### config.mk
export PLATFORM = sky130hd
export DESIGN_NAME = isa_string_parser_unit
export DESIGN_NICKNAME = d
export VERILOG_FILES = /design/src/rtl/isp_pkg.sv /design/src/rtl/isa_string_parser_unit.sv /design/src/rtl/isp_classify.sv /design/src/rtl/isp_queue.sv /design/src/rtl/isp_parser.sv
export VERILOG_INCLUDE_DIRS = /design/src /design/src/rtl
export SDC_FILE = /design/constraint.sdc
export NUM_CORES = 1
export LEC_CHECK = 0
export BUFFER_PORTS_ARGS = -buffer_cell sky130_fd_sc_hd__buf_2
export CORE_ASPECT_RATIO = 0.7
export CORE_MARGIN = 2
export CORE_UTILIZATION = 54
export CTS_BUF_LIST = sky130_fd_sc_hd__clkbuf_4
export DETAILED_ROUTE_END_ITERATION = 6
export PLACE_DENSITY = 0.79
export SKIP_CTS_REPAIR_TIMING = 1
export SYNTH_ARGS = -nofsm -noshare
export SYNTH_HDL_FRONTEND = slang
export SYNTH_SLANG_ARGS = --single-unit
### constraint.sdc
create_clock -name clk -period 5.13 [get_ports clk]
set_input_delay 1.026 -clock clk [delete_from_list [all_inputs] [get_ports clk]]
set_output_delay 1.026 -clock clk [all_outputs]
set_load 0.1 [all_outputs]
### src/rtl/isa_string_parser_unit_assert.svh
// ----------------------------------------------------------------------------
// isa string parser assertion macros
// concurrent checks clocked on clk and disabled while rst_n is low
// ----------------------------------------------------------------------------
`ifndef ISA_STRING_PARSER_UNIT_ASSERT_SVH
`define ISA_STRING_PARSER_UNIT_ASSERT_SVH

`ifndef ASSERT_OFF
// antecedent in the same cycle implies consequent
`define ISP_ASSERT_IMPLY(label, ante, cons) \
    label: assert property (@(posedge clk) disable iff (!rst_n) (ante) |-> (cons)) \
        else $error("implication check failed");
// condition must never hold
`define ISP_ASSERT_NEVER(label, cond) \
    label: assert property (@(posedge clk) disable iff (!rst_n) !(cond)) \
        else $error("forbidden condition seen");
`else
`define ISP_ASSERT_IMPLY(label, ante, cons)
`define ISP_ASSERT_NEVER(label, cond)
`endif

`endif

### src/rtl/isp_pkg.sv
// ----------------------------------------------------------------------------
// isa string parser package
// shared types, register codes and candidate name tables
// ----------------------------------------------------------------------------
package isp_pkg;

    // parse phases of the back end
    typedef enum logic [2:0] {
        PH_R,
        PH_V,
        PH_D1,
        PH_D2,
        PH_LETTERS,
        PH_NAMES,
        PH_ERROR
    } phase_t;

    // digit codes found by the front end
    typedef enum logic [2:0] {
        DG_NONE,
        DG_TWO,
        DG_THREE,
        DG_FOUR,
        DG_SIX
    } digit_t;

    // one classified character as it travels through the queue
    typedef struct packed {
        logic       is_r;
        logic       is_v;
        digit_t     digit;
        logic       is_under;
        logic       is_letter;
        logic [4:0] letter_idx;
        logic [7:0] char_byte;
        logic       final_char;
    } char_item_t;

    // queue status seen by front and back
    typedef struct packed {
        logic not_empty;
        logic full;
    } queue_status_t;

    // bit selections for the multi-letter names
    typedef struct packed {
        logic [5:0] smaia;
        logic [5:0] ssaia;
        logic [5:0] sstc;
    } bit_sel_t;

    // register indexes
    localparam logic [1:0] REG_SMAIA = 2'd0;
    localparam logic [1:0] REG_SSAIA = 2'd1;
    localparam logic [1:0] REG_SSTC  = 2'd2;

    localparam logic [5:0] SMAIA_RESET = 6'd26;
    localparam logic [5:0] SSAIA_RESET = 6'd27;
    localparam logic [5:0] SSTC_RESET  = 6'd28;

    localparam logic [6:0] WIDTH_32 = 7'd32;
    localparam logic [6:0] WIDTH_64 = 7'd64;

    localparam int unsigned NUM_CAND = 3;
    localparam int unsigned CAND_SMAIA = 0;
    localparam int unsigned CAND_SSAIA = 1;
    localparam int unsigned CAND_SSTC  = 2;

    // length of each candidate name
    function automatic logic [2:0] cand_len(input int unsigned k);
        logic [2:0] len;
        case (k)
            CAND_SMAIA: len = 3'd5;
            CAND_SSAIA: len = 3'd5;
            default:    len = 3'd4;
        endcase
        return len;
    endfunction

    // character of candidate k at position pos
    function automatic logic [7:0] cand_char(input int unsigned k, input logic [2:0] pos);
        logic [7:0] ch;
        ch = 8'h00;
        case (k)
            CAND_SMAIA:
            begin
                case (pos)
                    3'd0:    ch = "s";
                    3'd1:    ch = "m";
                    3'd2:    ch = "a";
                    3'd3:    ch = "i";
                    3'd4:    ch = "a";
                    default: ch = 8'h00;
                endcase
            end
            CAND_SSAIA:
            begin
                case (pos)
                    3'd0:    ch = "s";
                    3'd1:    ch = "s";
                    3'd2:    ch = "a";
                    3'd3:    ch = "i";
                    3'd4:    ch = "a";
                    default: ch = 8'h00;
                endcase
            end
            default:
            begin
                case (pos)
                    3'd0:    ch = "s";
                    3'd1:    ch = "s";
                    3'd2:    ch = "t";
                    3'd3:    ch = "c";
                    default: ch = 8'h00;
                endcase
            end
        endcase
        return ch;
    endfunction

endpackage

### src/rtl/isa_string_parser_unit.sv
// ----------------------------------------------------------------------------
// isa_string_parser_unit
// parses a riscv isa string byte by byte into width and extension bitmap
// ----------------------------------------------------------------------------
// Usage:
//   input channel: char_byte and final_char, transfer when push && !full.
//   result channel: word_length, extension_map, parse_status, shown while
//   empty is low, transfer when pop && !empty. One result per final byte.
//   config: APB-style port, smaia/ssaia/sstc bit indexes at 0x0, 0x4, 0x8;
//   write only while no string is in flight.
// Timing:
//   one byte per cycle sustained while no final byte waits for the result
//   register. The front classifier is combinational; a byte is written into
//   the two-entry queue, the parser consumes it there and registers a final
//   byte's result for the ports; the parser's phase update sets the rate.
// Stall and reset:
//   while a result waits, non-final bytes keep flowing; a final byte waits at
//   the queue head until the result register frees, and full rises once the
//   queue holds two bytes. Reset empties the queue and result register,
//   returns the parser to expect-r and restores the bit index defaults.
// ----------------------------------------------------------------------------
`include "isa_string_parser_unit_assert.svh"

module isa_string_parser_unit
    import isp_pkg::*;
#(
    parameter int unsigned MAP_WIDTH  = 64,
    parameter int unsigned NAME_LIMIT = 32
)
(
    input  logic        clk,
    input  logic        rst_n,
    // input channel
    input  logic        push,
    output logic        full,
    input  logic [7:0]  char_byte,
    input  logic        final_char,
    // result channel
    output logic        empty,
    input  logic        pop,
    output logic [6:0]  word_length,
    output logic [63:0] extension_map,
    output logic        parse_status,
    // configuration port
    input  logic        psel,
    input  logic        penable,
    input  logic        pwrite,
    input  logic [3:0]  paddr,
    input  logic [31:0] pwdata,
    output logic [31:0] prdata,
    output logic        pready
);

    queue_status_t q_status;
    char_item_t    wr_item;
    char_item_t    rd_item;
    logic          q_write;
    logic          q_read;
    bit_sel_t      bit_sel_reg, bit_sel_next;
    logic          cfg_write;

    // configuration registers
    assign pready    = 1'b1;
    assign cfg_write = psel && penable && pwrite;

    always_comb
    begin
        bit_sel_next = bit_sel_reg;
        if (cfg_write)
        begin
            unique case (paddr[3:2])
                REG_SMAIA: bit_sel_next.smaia = pwdata[5:0];
                REG_SSAIA: bit_sel_next.ssaia = pwdata[5:0];
                REG_SSTC:  bit_sel_next.sstc  = pwdata[5:0];
                default:   bit_sel_next = bit_sel_reg;
            endcase
        end
    end

    always_ff @(posedge clk or negedge rst_n)
    begin
        if (!rst_n)
        begin
            bit_sel_reg.smaia <= SMAIA_RESET;
            bit_sel_reg.ssaia <= SSAIA_RESET;
            bit_sel_reg.sstc  <= SSTC_RESET;
        end
        else
        begin
            bit_sel_reg <= bit_sel_next;
        end
    end

    // register read back
    always_comb
    begin
        unique case (paddr[3:2])
            REG_SMAIA: prdata = {26'd0, bit_sel_reg.smaia};
            REG_SSAIA: prdata = {26'd0, bit_sel_reg.ssaia};
            REG_SSTC:  prdata = {26'd0, bit_sel_reg.sstc};
            default:   prdata = 32'd0;
        endcase
    end

    // front end
    isp_classify u_classify (
        .push       (push),
        .char_byte  (char_byte),
        .final_char (final_char),
        .q_status   (q_status),
        .q_write    (q_write),
        .q_item     (wr_item)
    );

    // decoupling queue
    isp_queue u_queue (
        .clk     (clk),
        .rst_n   (rst_n),
        .wr_en   (q_write),
        .wr_item (wr_item),
        .rd_en   (q_read),
        .rd_item (rd_item),
        .status  (q_status)
    );

    // back end
    isp_parser #(
        .MAP_WIDTH  (MAP_WIDTH),
        .NAME_LIMIT (NAME_LIMIT)
    ) u_parser (
        .clk           (clk),
        .rst_n         (rst_n),
        .q_status      (q_status),
        .q_item        (rd_item),
        .q_read        (q_read),
        .bit_sel       (bit_sel_reg),
        .pop           (pop),
        .empty         (empty),
        .word_length   (word_length),
        .extension_map (extension_map),
        .parse_status  (parse_status)
    );

    assign full = q_status.full;

    // error results carry no width and no bitmap
    `ISP_ASSERT_IMPLY(a_error_clean, !empty && parse_status, (word_length == 7'd0) && (extension_map == 64'd0))
    // valid results carry a real width
    `ISP_ASSERT_IMPLY(a_valid_width, !empty && !parse_status, (word_length == 7'd32) || (word_length == 7'd64))
    // the parser never drains an empty queue
    `ISP_ASSERT_NEVER(a_read_empty, q_read && !q_status.not_empty)

endmodule

### src/rtl/isp_classify.sv
// ----------------------------------------------------------------------------
// isp_classify
// front end: takes bytes in and tags prefix, digit, underscore and letter codes
// ----------------------------------------------------------------------------
module isp_classify
    import isp_pkg::*;
(
    input  logic          push,
    input  logic [7:0]    char_byte,
    input  logic          final_char,
    input  queue_status_t q_status,
    output logic          q_write,
    output char_item_t    q_item
);

    // transfer into the queue when a byte is pushed and there is room
    assign q_write = push && !q_status.full;

    // byte classification
    always_comb
    begin
        q_item            = '0;
        q_item.char_byte  = char_byte;
        q_item.final_char = final_char;
        q_item.is_r       = (char_byte == "r") || (char_byte == "R");
        q_item.is_v       = (char_byte == "v") || (char_byte == "V");
        q_item.is_under   = (char_byte == "_");
        unique case (char_byte)
            "2":     q_item.digit = DG_TWO;
            "3":     q_item.digit = DG_THREE;
            "4":     q_item.digit = DG_FOUR;
            "6":     q_item.digit = DG_SIX;
            default: q_item.digit = DG_NONE;
        endcase
        if ((char_byte >= "a") && (char_byte <= "z"))
        begin
            q_item.is_letter  = 1'b1;
            q_item.letter_idx = 5'(char_byte - 8'("a"));
        end
        else if ((char_byte >= "A") && (char_byte <= "Z"))
        begin
            q_item.is_letter  = 1'b1;
            q_item.letter_idx = 5'(char_byte - 8'("A"));
        end
    end

endmodule

### src/rtl/isp_queue.sv
// ----------------------------------------------------------------------------
// isp_queue
// two-entry queue of classified characters between front and back
// ----------------------------------------------------------------------------
module isp_queue
    import isp_pkg::*;
(
    input  logic          clk,
    input  logic          rst_n,
    input  logic          wr_en,
    input  char_item_t    wr_item,
    input  logic          rd_en,
    output char_item_t    rd_item,
    output queue_status_t status
);

    char_item_t entry_reg [2];
    logic       wr_ptr_reg, wr_ptr_next;
    logic       rd_ptr_reg, rd_ptr_next;
    logic [1:0] count_reg, count_next;

    // pointer and count update
    always_comb
    begin
        wr_ptr_next = wr_ptr_reg ^ wr_en;
        rd_ptr_next = rd_ptr_reg ^ rd_en;
        count_next  = count_reg;
        if (wr_en && !rd_en)
        begin
            count_next = count_reg + 2'd1;
        end
        else if (rd_en && !wr_en)
        begin
            count_next = count_reg - 2'd1;
        end
    end

    always_ff @(posedge clk or negedge rst_n)
    begin
        if (!rst_n)
        begin
            wr_ptr_reg <= 1'b0;
            rd_ptr_reg <= 1'b0;
            count_reg  <= 2'd0;
        end
        else
        begin
            wr_ptr_reg <= wr_ptr_next;
            rd_ptr_reg <= rd_ptr_next;
            count_reg  <= count_next;
        end
    end

    // storage
    always_ff @(posedge clk)
    begin
        if (wr_en)
        begin
            entry_reg[wr_ptr_reg] <= wr_item;
        end
    end

    assign rd_item          = entry_reg[rd_ptr_reg];
    assign status.not_empty = (count_reg != 2'd0);
    assign status.full      = (count_reg == 2'd2);

endmodule

### src/rtl/isp_parser.sv
// ----------------------------------------------------------------------------
// isp_parser
// back end: runs the parse phases per character and holds the result register
// ----------------------------------------------------------------------------
module isp_parser
    import isp_pkg::*;
#(
    parameter int unsigned MAP_WIDTH  = 64,
    parameter int unsigned NAME_LIMIT = 32
)
(
    input  logic          clk,
    input  logic          rst_n,
    input  queue_status_t q_status,
    input  char_item_t    q_item,
    output logic          q_read,
    input  bit_sel_t      bit_sel,
    input  logic          pop,
    output logic          empty,
    output logic [6:0]    word_length,
    output logic [63:0]   extension_map,
    output logic          parse_status
);

    localparam int unsigned NLW = $clog2(NAME_LIMIT);

    phase_t                 phase_reg, phase_next, phase_step;
    logic                   six_reg, six_next;
    logic [MAP_WIDTH-1:0]   map_reg, map_next, set_mask;
    logic [NLW-1:0]         len_reg, len_next, len_step, fin_len;
    logic [NUM_CAND-1:0]    flags_reg, flags_next, flags_step, fin_flags, name_hit;
    logic [6:0]             width_reg, width_next;
    logic                   letter_set;
    logic                   fin;
    logic                   res_load;
    logic                   ok_next;
    logic                   res_valid_reg, res_valid_next;
    logic [6:0]             res_len_reg;
    logic [63:0]            res_map_reg;
    logic                   res_status_reg;

    // take the head item unless a final item would overrun the result register
    assign q_read   = q_status.not_empty &&
                      (!q_item.final_char || !res_valid_reg || pop);
    assign res_load = q_read && q_item.final_char;

    // next phase from the current phase and the character class
    always_comb
    begin
        phase_step = phase_reg;
        unique case (phase_reg)
            PH_R:       phase_step = q_item.is_r ? PH_V : PH_ERROR;
            PH_V:       phase_step = q_item.is_v ? PH_D1 : PH_ERROR;
            PH_D1:      phase_step = ((q_item.digit == DG_THREE) ||
                                      (q_item.digit == DG_SIX)) ? PH_D2 : PH_ERROR;
            PH_D2:      phase_step = (six_reg ? (q_item.digit == DG_FOUR)
                                              : (q_item.digit == DG_TWO))
                                     ? PH_LETTERS : PH_ERROR;
            PH_LETTERS: phase_step = q_item.is_under ? PH_NAMES : PH_LETTERS;
            PH_NAMES:   phase_step = PH_NAMES;
            default:    phase_step = PH_ERROR;
        endcase
    end

    // name matching on one more character
    always_comb
    begin
        len_step   = len_reg;
        flags_step = flags_reg;
        if (len_reg < NLW'(NAME_LIMIT - 1))
        begin
            for (int unsigned k = 0; k < NUM_CAND; k++)
            begin
                if ((len_reg >= NLW'(cand_len(k))) ||
                    (cand_char(k, len_reg[2:0]) != q_item.char_byte))
                begin
                    flags_step[k] = 1'b0;
                end
            end
            len_step = len_reg + NLW'(1);
        end
    end

    // per-item state update
    always_comb
    begin
        six_next   = six_reg;
        width_next = width_reg;
        len_next   = len_reg;
        flags_next = flags_reg;
        letter_set = 1'b0;
        fin        = 1'b0;
        fin_len    = len_reg;
        fin_flags  = flags_reg;
        unique case (phase_reg)
            PH_D1:
            begin
                six_next = (q_item.digit == DG_SIX);
            end
            PH_D2:
            begin
                width_next = six_reg ? WIDTH_64 : WIDTH_32;
            end
            PH_LETTERS:
            begin
                if (q_item.is_under)
                begin
                    len_next   = '0;
                    flags_next = '1;
                end
                else
                begin
                    letter_set = q_item.is_letter;
                end
            end
            PH_NAMES:
            begin
                if (q_item.is_under)
                begin
                    fin        = 1'b1;
                    len_next   = '0;
                    flags_next = '1;
                end
                else
                begin
                    len_next   = len_step;
                    flags_next = flags_step;
                    fin        = q_item.final_char;
                    fin_len    = len_step;
                    fin_flags  = flags_step;
                end
            end
            default:
            begin
            end
        endcase
    end

    // bitmap bits set by a letter or a finished name
    always_comb
    begin
        for (int unsigned k = 0; k < NUM_CAND; k++)
        begin
            name_hit[k] = fin && fin_flags[k] && (fin_len == NLW'(cand_len(k)));
        end
        for (int unsigned i = 0; i < MAP_WIDTH; i++)
        begin
            set_mask[i] = (letter_set && ({1'b0, q_item.letter_idx} == 6'(i))) ||
                          (name_hit[CAND_SMAIA] && (bit_sel.smaia == 6'(i))) ||
                          (name_hit[CAND_SSAIA] && (bit_sel.ssaia == 6'(i))) ||
                          (name_hit[CAND_SSTC]  && (bit_sel.sstc  == 6'(i)));
        end
        map_next   = map_reg | set_mask;
        phase_next = phase_step;
        ok_next    = (phase_step == PH_LETTERS) || (phase_step == PH_NAMES);
    end

    // parse state registers, cleared after each final character
    always_ff @(posedge clk or negedge rst_n)
    begin
        if (!rst_n)
        begin
            phase_reg <= PH_R;
            six_reg   <= 1'b0;
            map_reg   <= '0;
            len_reg   <= '0;
            flags_reg <= '1;
            width_reg <= '0;
        end
        else if (q_read)
        begin
            if (q_item.final_char)
            begin
                phase_reg <= PH_R;
                six_reg   <= 1'b0;
                map_reg   <= '0;
                len_reg   <= '0;
                flags_reg <= '1;
                width_reg <= '0;
            end
            else
            begin
                phase_reg <= phase_next;
                six_reg   <= six_next;
                map_reg   <= map_next;
                len_reg   <= len_next;
                flags_reg <= flags_next;
                width_reg <= width_next;
            end
        end
    end

    // result register valid flag
    assign res_valid_next = res_load || (res_valid_reg && !pop);

    always_ff @(posedge clk or negedge rst_n)
    begin
        if (!rst_n)
        begin
            res_valid_reg <= 1'b0;
        end
        else
        begin
            res_valid_reg <= res_valid_next;
        end
    end

    // result payload
    always_ff @(posedge clk)
    begin
        if (res_load)
        begin
            res_len_reg    <= ok_next ? width_next : 7'd0;
            res_map_reg    <= ok_next ? 64'(map_next) : 64'd0;
            res_status_reg <= !ok_next;
        end
    end

    assign empty         = !res_valid_reg;
    assign word_length   = res_len_reg;
    assign extension_map = res_map_reg;
    assign parse_status  = res_status_reg;

endmodule

# After elaboration in Yosys (flattened, before gate mapping)
# Memories as Yosys holds them, arrays and structs flattened.
# Index checks and enable logic that the tools add are counted.
classes:
  n_reduce_logical: 435
  add_sub_neg: 5
  n_div: 0
  mul: 0
  n_bitwise: 3
  order_cmp: 7
  n_shift: 0
  n_eq_ne: 253
  muxes: 51
op_table:
  columns: ["cell", "n"]
  rows:
  - ["equality test 6 bit, second input constant", 96]
  - ["equality test 6 x 5 -> 1 bit, second input constant", 48]
  - ["logical AND 1 bit", 240]
  - ["logical OR 1 bit", 170]
  - ["equality test 6 x 4 -> 1 bit, second input constant", 24]
  - ["equality test 5 bit, second input constant", 16]
  - ["equality test 6 x 3 -> 1 bit, second input constant", 12]
  - ["two-way mux 64 bit", 1]
  - ["bitwise OR 64 bit", 1]
  - ["case mux 7 bit (3 select lines)", 2]
  - ["equality test 5 x 4 -> 1 bit, second input constant", 8]
  - ["equality test 8 x 7 -> 1 bit, second input constant", 5]
  - ["equality test 6 x 2 -> 1 bit, second input constant", 6]
  - ["two-way mux 3 bit", 12]
  - ["equality test 8 x 6 -> 1 bit, second input constant", 4]
  - ["equality test 5 x 3 -> 1 bit, second input constant", 6]
  - ["two-way mux 5 bit", 6]
  - ["case mux 7 bit (4 select lines)", 1]
  - ["two-way mux 8 bit", 3]
  - ["inequality test 8 bit", 3]
  - ["two-way mux 7 bit", 3]
  - ["equality test 3 x 2 -> 1 bit, second input constant", 6]
  - ["equality test 3 bit, second input constant", 6]
  - ["equality test 6 x 1 -> 1 bit, second input constant", 3]
  - ["33 further kinds", 72]
word_totals:
  memories: 1
  out_inout_bits: 107
  inputBits: 52
  latchBits: 0
  romBits: 0
  reg_bits: 178
  mem_bits_rw: 42
memory_table:
  columns: ["memory", "words", "width", "rd", "rd_ports_with_merged_regs", "write_ports", "line", "rtl"]
  rows:
  - ["u_queue.entry_reg", 2, 21, 1, 0, 1, "isp_queue.sv:17", "char_item_t entry_reg [2];"]

# Depth between registers and ports, before layout
# Gate-level depths: netlist of the first run.
depth:
  word_depth: 18
  depth_mapped: 13

# Cells and area by module
# Synthesis of the first run repeated with hierarchy kept, for this count alone.
unflattened:
  hier_cells: 1132
  hier_area_um2: 11877.6
modules_own_cells:
  columns: ["module", "area_per_inst_um2", "instances", "seq_area_each_um2", "cells_each"]
  rows:
  - ["isp_parser", 8698.3, 1, 4267.8, 901]
  - ["isp_queue", 1720.4, 1, 1361.3, 82]
  - ["isa_string_parser_unit", 1076.0, 1, 462.9, 90]
  - ["isp_classify", 382.9, 1, 0.0, 59]

# Least setup slack after synthesis of the first run
# OpenSTA, ideal clock, no wires.
synth_path:
  kind: "reg-to-reg"
  startpoint: "register u_queue.rd_ptr_reg"
  endpoint: "register u_parser.res_map_reg[0] (netlist: u_parser.extension_map[0]) (enable)"
  n_path_buf: 4
  arrival_time_ns: 4.320
  synth_period_minus_slack_ns: 4.825
  setup_time_ns: 0.504
  stages_incl_launch_ff: 8
  path_slack_ns: 0.305
  path_cell_list: "dfrtp_1 > buf_6 > buf_6 > buf_4 > buf_2 > mux2_2 > nor2_1 > nor2_1"
synth_between:
  elab_chain_len: 6
synth_lines:
  columns: ["item", "line", "rtl"]
  rows:
  - ["start: declaration", "isp_queue.sv:19", "logic rd_ptr_reg, rd_ptr_next;"]
  - ["start signal: assignment", "isp_queue.sv:49", "rd_ptr_reg <= rd_ptr_next;"]
  - ["memory read (2 x 21 bit) *", null, null]
  - ["zero test 1 bit", "isp_parser.sv:44", "(!q_item.final_char || !res_valid_reg || pop);"]
  - ["logical OR 1 bit (2 in series)", "isp_parser.sv:44", null]
  - ["logical AND 1 bit", "isp_parser.sv:43", "assign q_read = q_status.not_empty &&"]
  - ["logical AND 1 bit *", "isp_parser.sv:45", "assign res_load = q_read && q_item.final_char;"]
  - ["named net u_parser.res_load", "isp_parser.sv:35", "logic res_load;"]
  - ["end signal: assignment", "isp_parser.sv:214", "res_map_reg <= ok_next ? 64'(map_next) : 64'd0;"]
  - ["end: declaration", "isp_parser.sv:39", "logic [63:0] res_map_reg;"]
# Mark *: on every way through the listed nets, which the timed path passes. The rest lies on a longest branch.
# A chain may end at the register's enable or synchronous reset.

# Worst setup path after layout of the first run
layout_path:
  startpoint: "register u_parser.len_reg[0]"
  endpoint: "register u_parser.res_map_reg[33] (netlist: u_parser.extension_map[33]) (data pin)"
layout_between:
  elab_chain_len: 16
layout_lines:
  columns: ["item", "line", "rtl"]
  rows:
  - ["start: declaration", "isp_parser.sv:30", "logic [NLW-1:0] len_reg, len_next, len_step, fin_len;"]
  - ["start signal: assignment", "isp_parser.sv:186", "len_reg <= len_next;"]
  - ["equality test 3 bit (tied with other cells)", "isp_pkg.sv:87, isp_pkg.sv:98", null]
  - ["OR reduction 2 bit (no line)", null, null]
  - ["case mux 7 bit (4 select lines) or case mux 7 bit (3 select lines) (tied branches)", "isp_pkg.sv:87, isp_pkg.sv:98", null]
  - ["two-way mux 8 bit", "isp_parser.sv:70", "if (len_reg < NLW'(NAME_LIMIT - 1))"]
  - ["inequality test 8 bit", "isp_parser.sv:75", "(cand_char(k, len_reg[2:0]) != q_item.char_byte))"]
  - ["logical OR 1 bit", "isp_parser.sv:74", "if ((len_reg >= NLW'(cand_len(k))) ||"]
  - ["two-way mux 1 bit", "isp_parser.sv:74", null]
  - ["two-way mux 3 bit", "isp_parser.sv:70", null]
  - ["two-way mux 3 bit", "isp_parser.sv:118", "if (q_item.is_under)"]
  - ["two-way mux 3 bit", "isp_parser.sv:95", "unique case (phase_reg)"]
  - ["logical AND 1 bit (2 in series)", "isp_parser.sv:144", "name_hit[k] = fin && fin_flags[k] && (fin_len == NLW'(cand_len(k)));"]
  - ["logical AND 1 bit (on tied branches)", "isp_parser.sv:149, isp_parser.sv:150", null]
  - ["logical OR 1 bit", "isp_parser.sv:149", "(name_hit[CAND_SMAIA] && (bit_sel.smaia == 6'(i))) ||"]
  - ["logical OR 1 bit *", "isp_parser.sv:150", "(name_hit[CAND_SSAIA] && (bit_sel.ssaia == 6'(i))) ||"]
  - ["bitwise OR 64 bit *", "isp_parser.sv:153", "map_next = map_reg | set_mask;"]
# Mark *: on every way between the ends. The rest lies on a longest branch, timed or not. The select of a mux whose other input is x is not followed.

==> impl_metrics.py, run 1 <==
metrics = {
    "outcome": {
        "outcome": "finished clean",
    },
    "worst_setup_path": {
        "reg2reg_to": "u_parser.extension_map[33]",
        "worstPathArrival_ps": 4860,
        "cp-endpoint": "u_parser.extension_map[33]",
        "end_kind": "register",
        "crit_path_max_fanout": 14,
        "cp.required_ps": 5640,
        "timing.rr.start": "u_parser.len_reg[0]",
        "crit_start": "u_parser.len_reg[0]",
        "critPathKind": "register to register",
        "r2r_slack_ps": 780,
        "reg2reg_depth": 10,
        "start_kind": "register",
    },
    "drt": {
        "wl_per_cell_um": 21.27,
        "via_per_inst": 6.421,
        "drt_pass1_iterations": 7,
        "detail-route-antenna-nets": 0,
        "drcViolationCount": 0,
        "finalWirelength_mm": 32.65,
        "num_vias": 9857,
        "drtIter0Drc": 1513,
    },
    "logic_synthesis": {
        "syn_inst": 1104,
        "synth_ff_type": "edfxtp_1",
        "synth_top_cell_area_share_pct": 29.62,
        "synth-seq-cells": 220,
        "synth_area_um2": 11560,
        "yosys.area.top_type": "edfxtp_1",
        "ys_types": 69,
        "async_flop_share_pct": 48.18,
        "syn_area_per_cell_um2": 10.47,
        "synth-edff-count": 114,
        "synth_area_leaders": "edfxtp_1 (30%), dfrtp_1 (20%), a21oi_1 (6.8%), nand2_1 (4.2%), a221oi_1 (3.9%)",
        "yosys_warnings": 0,
        "yosysSeqAreaShare_pct": 52.71,
    },
    "die": {
        "core_area_um2": 20870,
        "die_h_um": 126.4,
        "initial_core_util_pct": 55.39,
        "dieWidth_um": 178.9,
        "pin_count": 159,
        "fp-row-count": 44,
        "die_area_um2": 22610,
    },
    "clock_tree": {
        "cts_tree": "built",
        "clk_latency_ps": 700,
        "clk_path_buf_depth": 3,
        "cts_buffers": 53,
        "cts_max_level": 2,
        "cts.sinks": 220,
        "root_buffer": "clkbuf_4",
        "path_clk_slew_ps": 80,
    },
    "sta": {
        "tightest_slew_ps": 1272,
        "max_freq_mhz": 229.7,
        "fin_skew_ps": 27.03,
        "max_slew_margin_pct": 14.45,
        "rsz0062_at_grt": "no",
        "tns_ps": 0,
        "finalMaxSlewViolations": 0,
        "setup_viol": 0,
        "period_share_pct": 84.88,
        "period_needed_ps": 4354,
        "hold_viol": 0,
    },
    "power_and_ir_drop": {
        "ir_drop_v": 0.0004363,
        "power_density_nw_per_um2": 628.2,
        "p_leak_nw": 4.987,
    },
    "global_route": {
        "grt_pass1_wl_mm": 50.01,
        "grt_max_degree": 68,
        "grt_pass1_vias": 9060,
        "antenna_found_initial": 1,
        "track_usage_pct": 28.83,
        "overflow": 0,
    },
    "final_layout": {
        "fin_nets": 1279,
        "fillerInstances": 1726,
        "drive_above_1_share_pct": 21.94,
        "finalCoreUtilization_pct": 61.74,
        "area_growth_pct": 11.45,
    },
    "min_path": {
        "hp-class": "input port to asynchronous set/reset pin",
    },
    "placed_design": {
        "hpwlAfterDp_mm": 22.45,
        "port_buffers": 103,
        "gp_congestion": 0.9586,
    },
    "job": {
        "max_cap_viol_count": 0,
    },
}
stage by stage:
stage	instances	setup WS (ps)	hold slack, ps	cell area (µm²)	power (mW)
2_1_floorplan	1129	305.4	444.2	11650	5.921
3_3_place_gp	1436	926.9	460.4	12210	6.563
3_5_place_dp	1436	933.6	467.9	12210	6.628
4_1_cts	1534	879.3	265.7	12880	8.049
5_1_grt	1535	634.1	276.1	12880	8.425
6_report	1535	775.6	262.7	12880	8.092
cell usage after synthesis, types with 3 or more instances:
cell type    n
a21oi_1    156
nand2_1    128
edfxtp_1   114
dfrtp_1     93
nor2_1      72
a31oi_1     52
a221oi_1    51
clkbuf_1    48
buf_4       30
nor3_1      26
nand4_1     25
nand2b_1    23
a211oi_1    22
inv_1       21
mux2_2      21
o21ai_0     21
nand3_1     20
mux2i_1     17
dfstp_2     13
a21o_1      12
ha_1        12
and2_1      11
buf_2        8
nor2b_1      8
a2111oi_4    7
buf_6        7
nor3b_1      6
nor4_1       5
o31ai_1      5
xnor2_1      5
o211ai_1     4
xor2_1       4
a32oi_1      3
buf_1        3
or2_2        3
layer usage:
layer / GRT usage [%] / share of wire [%]
met1: 44.74 / 43
met3: 10.19 / 15
met5: 1.974 / 0.26
met2: 37.85 / 40
met4: 7.413 / 1.8
critical path, stage by stage, from the launching register on:
cell,delay (ps)
dfrtp_1,480
ha_1,290
ha_1,320
or4b_2,630
o31ai_1,120
mux2i_2,480
nand4b_4,360
a2111oi_4,780
buf_4,300
a221oi_1,110
a21oi_1,280
worst min path at each step:
| stage | startpoint | end | slack (ps) | depth (start not counted) |
|---|---|---|---|---|
| 2_1_floorplan | u_parser.width_reg[0] | u_parser.width_reg[0] | 440 | 1 |
| 3_3_place_gp | u_parser.width_reg[3] | u_parser.width_reg[3] | 460 | 1 |
| 3_5_place_dp | u_parser.width_reg[3] | u_parser.width_reg[3] | 470 | 1 |
| 4_1_cts | rst_n | bit_sel_reg[11] | 270 | 1 |
| 5_1_grt | rst_n | u_parser.map_reg[32] | 280 | 1 |
| 6_report | rst_n | u_parser.len_reg[0] | 260 | 1 |
cell usage in the layout, fill, tap and decap left out, types with 22 or more instances in the layout:
cell and count:
buf_2 102, nand4_1 25, edfxtp_1 114, a211oi_1 22, a31oi_1 52, nand2_1 127
nor2_1 70, a221oi_1 51, clkbuf_4 80, conb_1 27, nand2b_1 23, dfrtp_1 93
buf_4 24, a21oi_1 156, nor3_1 26
where the power goes:
group	internal, mW	leakage, nW	total (mW)	switching, mW
Clock	0.713	0.406	1.43	0.720
Combinational	0.652	2.05	3.98	3.33
Sequential	2.39	2.53	2.68	0.286
layout make-up:
| type | count | area [µm²] | share of cell area (%) |
|---|---|---|---|
| inverter | 21 | 78.83 | 0.6119 |
| clock inverter | 18 | 71.32 | 0.5537 |
| clock buffer | 80 | 600.6 | 4.662 |
| multi-input combinational | 792 | 4980 | 38.66 |
| sequential | 220 | 6092 | 47.29 |
| tap | 276 | 345.3 | 2.681 |
| timing repair buffer | 127 | 710.7 | 5.517 |
| antenna | 1 | 2.502 | 0.01943 |
logic make-up after synthesis:
| kind of cell | synth area share, % |
|---|---|
| other cells | 0.06498 |
| compound gates | 20.81 |
| mux | 4.211 |
| flops | 52.71 |
| xor+xnor | 0.6820 |
| fa+ha+maj | 1.299 |
| simple gates | 14.91 |
| buf+inv | 5.316 |
Power figures use the tool's default switching activity.
==> run 2: changes to the inputs <==
==> constraint.sdc (replaced) <==
create_clock -name clk -period 3.65 [get_ports clk]
set_input_delay 0.73 -clock clk [delete_from_list [all_inputs] [get_ports clk]]
set_output_delay 0.73 -clock clk [all_outputs]
set_load 0.1 [all_outputs]
==> run 2 against run 1 <==
  * Final cell count up 1.1%
  * Global-route usage rose by 0.19 points
  * Total power increased by 41%
  * Sequential share of layout area shrank 0.85 points
  * The run now ends with DRC left
  * Highest routed layer is now met4
  * Clock power increased by 39%
  * First-iteration DRC count rose by 7.9%
  * Sequential power is 39% higher
  * Die area is the same
  * Via count increased by 1.3%
  * Utilization rose by 1.1 points
  * Critical endpoint is now u_parser.extension_map[18]
==> impl_metrics.py, run 2 (synthesized netlist as in run 1, its figures left out) <==
metrics = {
    "drt": {
        "drt_pass1_iterations": 7,
        "drcViolationCount": 19,
        "detail-route-antenna-nets": 0,
        "drtIter0Drc": 1633,
        "finalWirelength_mm": 32.97,
        "num_vias": 9988,
        "wl_per_cell_um": 21.24,
        "via_per_inst": 6.436,
    },
    "sta": {
        "tns_ps": 0,
        "max_slew_margin_pct": 23.29,
        "setup_ws_ps": 107.4,
        "setup_viol": 0,
        "max_freq_mhz": 282.3,
        "fin_skew_ps": 49.04,
        "finalMaxSlewViolations": 0,
        "hold_viol": 0,
        "period_needed_ps": 3543,
        "tightest_slew_ps": 1140,
        "period_share_pct": 97.06,
        "rsz0062_at_grt": "no",
    },
    "final_layout": {
        "layout_common_cells": "a21oi_1 (156), nand2_1 (127), edfxtp_1 (114)",
        "multi_input_area_um2": 4992,
        "regArea_um2": 6093,
        "area_growth_pct": 13.52,
        "final_common_cell": "a21oi_1",
        "drive_above_1_share_pct": 22.98,
        "fin_nets": 1296,
        "fillerInstances": 1731,
    },
    "die": {
        "initial_core_util_pct": 55.39,
        "pin_count": 159,
        "dieWidth_um": 178.9,
        "core_area_um2": 20870,
        "fp-row-count": 44,
        "die_area_um2": 22610,
        "die_h_um": 126.4,
    },
    "power_and_ir_drop": {
        "p_leak_nw": 5.085,
        "internal_power_mw": 5.328,
        "switchingPower_mw": 6.116,
        "comb_power_share_pct": 50.1,
        "p_clk_share_pct": 17.4,
        "p_sw_share_pct": 53.44,
        "ir_drop_v": 0.0006008,
        "power_density_nw_per_um2": 872.2,
        "seq_power_share_pct": 32.6,
    },
    "placed_design": {
        "gp_congestion": 0.9497,
        "hpwlAfterDp_mm": 22.86,
        "port_buffers": 103,
        "place_ws_ps": 148.0,
    },
    "clock_tree": {
        "clk_path_buf_depth": 3,
        "cts.sinks": 220,
        "cts_tree": "built",
        "cts_max_level": 2,
        "path_clk_slew_ps": 80,
        "clk_latency_ps": 700,
        "cts_buffers": 52,
        "root_buffer": "clkbuf_4",
    },
    "worst_setup_path": {
        "cp_common_cell": "ha_1",
        "cp_cell_sequence": "ha_1 -> ha_1 -> or4b_2 -> o31ai_1 -> mux2i_2 -> buf_4 -> nand4b_4 -> a2111oi_4 -> buf_12 -> nand2_1 -> a31oi_1",
        "cp.required_ps": 4120,
        "start_kind": "register",
        "end_kind": "register",
        "slowest_stage": "or4b_2",
        "critPathKind": "register to register",
        "crit_path_max_fanout": 16,
        "worstPathArrival_ps": 4010,
        "reg2reg_depth": 11,
        "max_stage_delay_ps": 600,
    },
    "global_route": {
        "grt_max_degree": 68,
        "overflow": 0,
        "grt_pass1_wl_mm": 50.41,
        "track_usage_pct": 29.02,
        "antenna_found_initial": 1,
        "grt_pass1_vias": 9178,
    },
    "min_path": {
        "hp-class": "input port to asynchronous set/reset pin",
    },
    "outcome": {
        "outcome": "complete, but fails checks",
        "violations": "DRC",
    },
    "job": {
        "max_cap_viol_count": 0,
    },
}
## run 2: area by class of cell
class,instances,share of cell area (%)
sequential,220,46.44
multi-input combinational,792,38.05
timing repair buffer,145,7.210
clock buffer,78,4.463
tap,276,2.632
inverter,21,0.6008
clock inverter,19,0.5817
antenna,1,0.01907
## run 2: path summary, 6_finish.rpt
path,to,start,slack [ps]
setup / recovery,u_parser.extension_map[18],u_parser.len_reg[0],110
hold / removal,u_parser.map_reg[37],rst_n,70
setup reg to reg,u_parser.extension_map[18],u_parser.len_reg[0],110
hold reg to reg,u_parser.flags_reg[0],u_parser.flags_reg[0],480
max in group asynchronous,u_queue.rd_ptr_reg,rst_n,2760
min in group clk,u_queue.entry_reg[1][0],final_char,290
## run 2: power groups by stage
stage | logic (mW) | clock network (mW) | registers [mW]
after floorplan | 2.21 | 0 | 6.10
after global placement | 5.58 | 0 | 3.74
after detailed placement | 5.66 | 0 | 3.76
after CTS | 5.67 | 2.02 | 3.72
after global routing | 5.96 | 2.14 | 3.79
final | 5.73 | 1.99 | 3.73
## run 2: layer usage
| metal | track usage, % | wire (µm) | share of wire, % |
|---|---|---|---|
| met1 | 44.53 | 14240 | 43 |
| met2 | 38.12 | 13280 | 40 |
| met3 | 10.52 | 4729 | 14 |
| met4 | 8.560 | 724 | 2.2 |
| met5 | 0 | 0 | 0 |
## run 2: critical path: cells and delay by family, from the launching register on
kind	cells	cell delay (ps)
AOI/OAI and AO/OA	3	940
and+or+nand+nor	3	910
adders and majority gates	2	470
DFF	1	400
buffers and inverters	2	390
muxes	1	240
## run 2: through the flow
| step | std cells | utilization (%) | instance area [µm²] | hold WS, ps | power (mW) |
|---|---|---|---|---|---|
| 2_1_floorplan | 1129 | - | 11650 | 434.4 | 8.305 |
| 3_3_place_gp | 1454 | 59.63 | 12440 | 460.4 | 9.311 |
| 3_5_place_dp | 1454 | 59.63 | 12440 | 462.6 | 9.422 |
| 6_report | 1552 | 62.88 | 13120 | 72.17 | 11.44 |
| 4_1_cts | 1551 | 62.80 | 13100 | 63.08 | 11.40 |
| 5_1_grt | 1552 | 62.88 | 13120 | 105.6 | 11.89 |
